$ cat src/rtl/rsi_pkg.sv
// Shared types and constants of the ray/sphere intersection pipeline.
package rsi_pkg;

    // Operand slice width of the pipelined multipliers.
    localparam int MUL_CHUNK = 32;

    // Latency of rsi_mul in cycles.
    localparam int MUL_LAT = 5;

    // Configuration register indexes.
    localparam logic [1:0] REG_CENTER_X = 2'd0;
    localparam logic [1:0] REG_CENTER_Y = 2'd1;
    localparam logic [1:0] REG_CENTER_Z = 2'd2;
    localparam logic [1:0] REG_RADIUS   = 2'd3;

    // Pipeline control handed to every stage block.
    typedef struct packed {
        logic en;   // whole pipe advances
        logic vld;  // word entering the block is valid
    } t_pipe_ctl;

endpackage

$ cat src/rtl/rsi_mul.sv
// Pipelined signed multiplier built from 32x32 partial products.
module rsi_mul #(
    parameter int XW  = 32,
    parameter int YW  = 32,
    parameter int TGW = 1
) (
    input  logic                     i_clk,
    input  logic                     i_rst_n,
    input  rsi_pkg::t_pipe_ctl       i_ctl,
    input  logic signed [XW-1:0]     i_x,
    input  logic signed [YW-1:0]     i_y,
    input  logic [TGW-1:0]           i_tag,
    output logic signed [XW+YW-1:0]  o_p,
    output logic [TGW-1:0]           o_tag,
    output logic                     o_vld
);

    localparam int CH = rsi_pkg::MUL_CHUNK;
    localparam int NX = (XW + CH - 1) / CH;
    localparam int NY = (YW + CH - 1) / CH;
    localparam int XP = NX * CH;
    localparam int YP = NY * CH;
    localparam int PW = XW + YW;
    localparam int LAT = rsi_pkg::MUL_LAT;

    logic [XW-1:0]   xa;
    logic [YW-1:0]   ya;
    logic [XP-1:0]   r_xm;
    logic [YP-1:0]   r_ym;
    logic [2*CH-1:0] r_pp [NX][NY];
    logic [PW-1:0]   n_row [NX];
    logic [PW-1:0]   r_row [NX];
    logic [PW-1:0]   n_sum;
    logic [PW-1:0]   r_sum;
    logic [PW-1:0]   r_p;
    logic [LAT-2:0]  r_sg;
    logic [TGW-1:0]  r_tag [LAT];
    logic [LAT-1:0]  r_vld;

    assign xa = i_x[XW-1] ? XW'(-i_x) : XW'(i_x);
    assign ya = i_y[YW-1] ? YW'(-i_y) : YW'(i_y);

    always_comb begin
        for (int i = 0; i < NX; i++) begin
            n_row[i] = '0;
            for (int j = 0; j < NY; j++) begin
                n_row[i] = n_row[i] + (PW'(r_pp[i][j]) << (j * CH));
            end
        end
        n_sum = '0;
        for (int i = 0; i < NX; i++) begin
            n_sum = n_sum + (r_row[i] << (i * CH));
        end
    end

    always_ff @(posedge i_clk) begin
        if (i_ctl.en) begin
            r_xm <= XP'(xa);
            r_ym <= YP'(ya);
            for (int i = 0; i < NX; i++) begin
                for (int j = 0; j < NY; j++) begin
                    r_pp[i][j] <= (2*CH)'(r_xm[i*CH +: CH]) * (2*CH)'(r_ym[j*CH +: CH]);
                end
            end
            r_row <= n_row;
            r_sum <= n_sum;
            r_p   <= r_sg[LAT-2] ? PW'(-r_sum) : r_sum;
            r_sg  <= {r_sg[LAT-3:0], i_x[XW-1] ^ i_y[YW-1]};
            r_tag[0] <= i_tag;
            for (int k = 1; k < LAT; k++) begin
                r_tag[k] <= r_tag[k-1];
            end
        end
    end

    always_ff @(posedge i_clk) begin
        if (!i_rst_n) begin
            r_vld <= '0;
        end else if (i_ctl.en) begin
            r_vld <= {r_vld[LAT-2:0], i_ctl.vld};
        end
    end

    assign o_p   = $signed(r_p);
    assign o_tag = r_tag[LAT-1];
    assign o_vld = r_vld[LAT-1];

endmodule

$ cat config.mk
export PLATFORM = sky130hd
export DESIGN_NAME = rsi_mul
export DESIGN_NICKNAME = d
export VERILOG_FILES = /design/src/rtl/rsi_pkg.sv /design/src/rtl/rsi_mul.sv
export SDC_FILE = /design/constraint.sdc
export NUM_CORES = 2
export LEC_CHECK = 0
export ABC_AREA = 1
export BUFFER_PORTS_ARGS = -buffer_cell sky130_fd_sc_hd__buf_2
export CORE_UTILIZATION = 39
export CTS_CLUSTER_DIAMETER = 200
export CTS_CLUSTER_SIZE = 24
export DETAILED_ROUTE_END_ITERATION = 10
export PLACE_DENSITY_LB_ADDON = 0.2
export SYNTH_ARGS = -nofsm -noshare
export SYNTH_HDL_FRONTEND = slang
export SYNTH_SLANG_ARGS = --single-unit
$ cat constraint.sdc
create_clock -name i_clk -period 8.6 [get_ports i_clk]
set_clock_uncertainty 0.05 [all_clocks]
set_input_delay 1.29 -clock i_clk [delete_from_list [all_inputs] [get_ports i_clk]]
set_output_delay 1.29 -clock i_clk [all_outputs]
set_load 0.02 [all_outputs]
After elaboration in Yosys (flattened, before gate mapping) --
Memories as Yosys holds them, arrays and structs flattened. A register that Yosys moved wholly into a read port is not among the register bits. Cells that the tools add are included.
Operators by class: add/sub/neg operators 3, multipliers 1, muxes and demuxes 5, bitwise operators 1
Operators with widths (count):
- $mul 32x32->64 | 1
- $mux 64 | 1
- $neg 32->32 | 2
- $neg 64->64 | 1
- $mux 31 | 2
- $mux 1 | 2
- $xor 1x1->1 | 1
Word-level totals: register bits 201, bits in writable memories 69, input bits 69, output and inout bits 66, logic and storage cells 20, memories kept 2
Memory list:
- r_pp | depth 1, bits a word 64, rd ports 1, clocked after Yosys merged registers in 1, wr ports 1, RTL line rsi_mul.sv:30 | logic [2*CH-1:0] r_pp [NX][NY];
- r_tag | depth 5, bits a word 1, rd ports 5, clocked after Yosys merged registers in 0, wr ports 5, RTL line rsi_mul.sv:37 | logic [TGW-1:0] r_tag [LAT];

Longest topological paths before layout --
depth in word-level cells 2, gate-level depth with buffers 30

Least setup slack after synthesis --
Ideal clock, no wire load.
path type reg-to-reg, start reg r_xm[30], end mem r_pp[0][61] (netlist bit), data pin, data arrival time 6.022 ns, setup slack 2.276 ns, stages on the path, launching flop included 27, buffers on the path 1, clock period less this slack 6.324 ns, cells stage by stage edfxtp_1 -> clkbuf_1 -> nand2_1 -> fa_1 -> inv_1 -> fa_1 -> fa_1 -> inv_1 -> fa_1 -> inv_1 -> fa_1 -> fa_1 -> fa_1 -> inv_1 -> fa_1 -> inv_1 -> ha_1 -> nand2_1 -> inv_1 -> a21oi_1 -> nand2_1 -> nand2_1 -> nand2_1 -> a21oi_1 -> nand2_1 -> nand2_1 -> nand2_1
Between the ends: cells in the longest elaborated chain, start to end 1
Ends and longest elaborated chain:
- start, declared | RTL line rsi_mul.sv:28 | logic [XP-1:0] r_xm;
- start signal, assigned | RTL line rsi_mul.sv:58 | r_xm <= XP'(xa);
- $mul 32x32->64 | RTL line rsi_mul.sv:62 | r_pp[i][j] <= (2*CH)'(r_xm[i*CH +: CH]) * (2*CH)'(r_ym[j*CH +: CH]);
- end, declared | RTL line rsi_mul.sv:30
Every way passes these cells.

Final worst setup path --
start reg r_ym[8], end mem r_pp[0][30] (netlist bit), data pin
Between the ends: cells in the longest elaborated chain, start to end 1
Ends and longest elaborated chain:
- start, declared | RTL line rsi_mul.sv:29 | logic [YP-1:0] r_ym;
- start signal, assigned | RTL line rsi_mul.sv:59 | r_ym <= YP'(ya);
- $mul 32x32->64 | RTL line rsi_mul.sv:62
Every way passes these cells.

==> results.sh <==
export IMPL_period_share_pct=92.5
export IMPL_setup_tns_final_ns=0
export IMPL_dieArea_um2=130000
export IMPL_fp_row_count=131
export IMPL_critPathCaptureType="flop"
export IMPL_rsz0062_at_grt="no"
export IMPL_die_w_um=361
export IMPL_ys_ff_latch=334
export IMPL_hold_viol_final=0
export IMPL_synth_edf_count=329
export IMPL_core_um2=128000
export IMPL_vias_per_cell=4.69
export IMPL_final_max_slew_viol_count=0
export IMPL_routed_top_layer="met5"
export IMPL_grt_start_max_net_pins=115
export IMPL_synth_avg_cell_area_um2=8.15
export IMPL_netlist_area_um2=50200
export IMPL_layout_min_cycle_time_ns=7.96
export IMPL_utilization_pct=41.9
export IMPL_hp_class="reg -> reg"
export IMPL_async_flop_share_pct=0
export IMPL_cp_data_arrival_time_ns=8.22
export IMPL_drc_errors=0
export IMPL_wl_met2_mm=68.4
export IMPL_maxCapViolCount=0
export IMPL_synth_area_top_cells="fa_1 36%, edfxtp_1 20%, inv_1 14%"
export IMPL_post_cts_buffers=0
export IMPL_cp_required_ns=8.86
export IMPL_initial_core_util_pct=39.3
export IMPL_clkSinkCount=334
export IMPL_place_gp_congestion=0.936
export IMPL_antenna_cells=0
export IMPL_ant_nets=0
export IMPL_grt_antenna_before_repair=1
export IMPL_holdWs_ns=0.375
export IMPL_grt_pass1_wl_mm=223
export IMPL_numCtsBuffers=18
export IMPL_synth_top_area_cell="fa_1"
export IMPL_synth_flop_cell="edfxtp_1"
export IMPL_tightest_slew_ns=1.48
export IMPL_hold_buffers=0
export IMPL_wl_met3_mm=7.92
export IMPL_grt_use_total_pct=22.2
export IMPL_cts_tree="yes"
export IMPL_first_pass_iters=5
export IMPL_place_hpwl_mm=117
export IMPL_slew_headroom_pct=1.34
export IMPL_clk_path_buf_depth=3
export IMPL_ctsResizeCount=0
export IMPL_syn_to_final_growth_pct=6.44
export IMPL_worstSkewPairLatency_ns=0.60
export IMPL_grt_pass1_vias=39100
export IMPL_layout_commonest_cell="inv_1"
export IMPL_ys_seq_area_share_pct=19.9
export IMPL_drive_above_1_share_pct=4.92
export IMPL_totalWireLength_mm=142
export IMPL_path_class="reg -> reg"
export IMPL_layout_common_cells="1,867 x inv_1, 1,820 x nand2_1, 896 x fa_1"
export IMPL_drtIter0Drc=2315
export IMPL_fmax_ghz=0.126
export IMPL_syn_inst=6160
export IMPL_outcome="completed"
export IMPL_clk_pin_slew_worst_paths_ns=0.10
export IMPL_yosys_warnings=0
export IMPL_netlist_cell_type_count=44
export IMPL_grt_ovfl_total=0
export IMPL_synth_nets=7391
export IMPL_crit_fanout=24
export IMPL_synth_top_area_share_pct=35.7
export IMPL_finalSetupViolCount=0
export IMPL_htree_levels=1
export IMPL_critPathLaunchType="flop"
export IMPL_ios=135
export IMPL_wl_per_cell_um=18.0
export IMPL_die_h_um=361
export IMPL_numPortBuffers=134
export IMPL_drt_met1_wl_mm=61.3
export IMPL_num_vias=36900
export IMPL_root_buffer="clkbuf_16"
export IMPL_fin_nets=7431
export IMPL_fillCellCount=13200
final timing paths:
kind	from	to	slack [ns]	cells past startpoint
worst min-delay path	r_row[2]$_DFFE_PP_	r_sum[2]$_DFFE_PP_	0.37	0
worst max-delay path	r_ym[8]$_DFFE_PP_	r_pp[0][30]$_DFFE_PP_	0.64	20
worst max register to register	r_ym[8]$_DFFE_PP_	r_pp[0][30]$_DFFE_PP_	0.64	20
worst min register to register	r_row[2]$_DFFE_PP_	r_sum[2]$_DFFE_PP_	0.37	0
registers in the layout (all words and copies together), names as in the netlist:
signal,count
r_pp,64
r_vld,5
r_sum,64
r_ym,32
r_sg,4
r_xm,32
o_p,64
r_row,64
r_tag,5
routing by layer:
layer	track usage, %	up-vias
li1	-	17500
met1	29.7	18200
met2	37.9	970
met3	2.68	198
met4	6.15	2
met5	0	-
cells in the mapped netlist, types with 7 or more instances:
library cell  instances
inv_1              1867
nand2_2               7
clkbuf_1            200
o21ai_0              44
nand3_1             114
nor2_1              267
edfxtp_1            329
o21bai_1             10
xnor2_1              24
buf_2                 7
nand2_1            1820
xor2_1              108
nor3_1               25
or2_2                10
a21oi_1              49
nand4_1              46
nor2_2               16
fa_1                896
ha_1                266
worst max-delay path, cell delays in order (launching register included):
cell and delay (ns):
edfxtp_1 1.34, nand2_1 0.10, inv_1 0.13, fa_1 0.43, fa_1 0.59, inv_1 0.08, fa_1 0.50, fa_1 0.52
inv_1 0.05, fa_1 0.56, fa_1 0.43, fa_1 0.56, fa_1 0.48, ha_1 0.44, nand2_1 0.14, nor2_1 0.26
nand2_1 0.11, inv_1 0.18, a21oi_1 0.10, nand2_1 0.21, xor2_1 0.39
cells by family after synthesis:
group / Yosys count / synth area share, %
adders and majority gates: 1162 / 42.4
AOI/OAI and AO/OA: 125 / 1.45
DFF: 334 / 19.9
buffers and inverters: 2080 / 15.6
xor gates and xnor gates: 132 / 2.30
and+or+nand+nor: 2327 / 18.4
metrics by stage:
step | cell area, µm² | worst slack, ns | cells
6_report | 53400 | 0.644 | 7866
4_1_cts | 53400 | 0.703 | 7866
2_1_floorplan | 50200 | 2.28 | 6160
3_5_place_dp | 52900 | 0.780 | 7842
5_1_grt | 53400 | 0.399 | 7866
3_3_place_gp | 52900 | 0.758 | 7842
cell type report:
class	instances	area [µm²]	area share, %
Multi-Input combinational cell	3746	32400	60.6
Sequential cell	334	9980	18.7
Inverter	1872	7030	13.2
Tap cell	1662	2080	3.89
Timing Repair Buffer	228	1440	2.69
Clock buffer	21	462	0.864
Clock inverter	3	43.8	0.0820
Power is not shown: default switching activity piles up to over one toggle a cycle in this logic, so the estimate is an artifact.
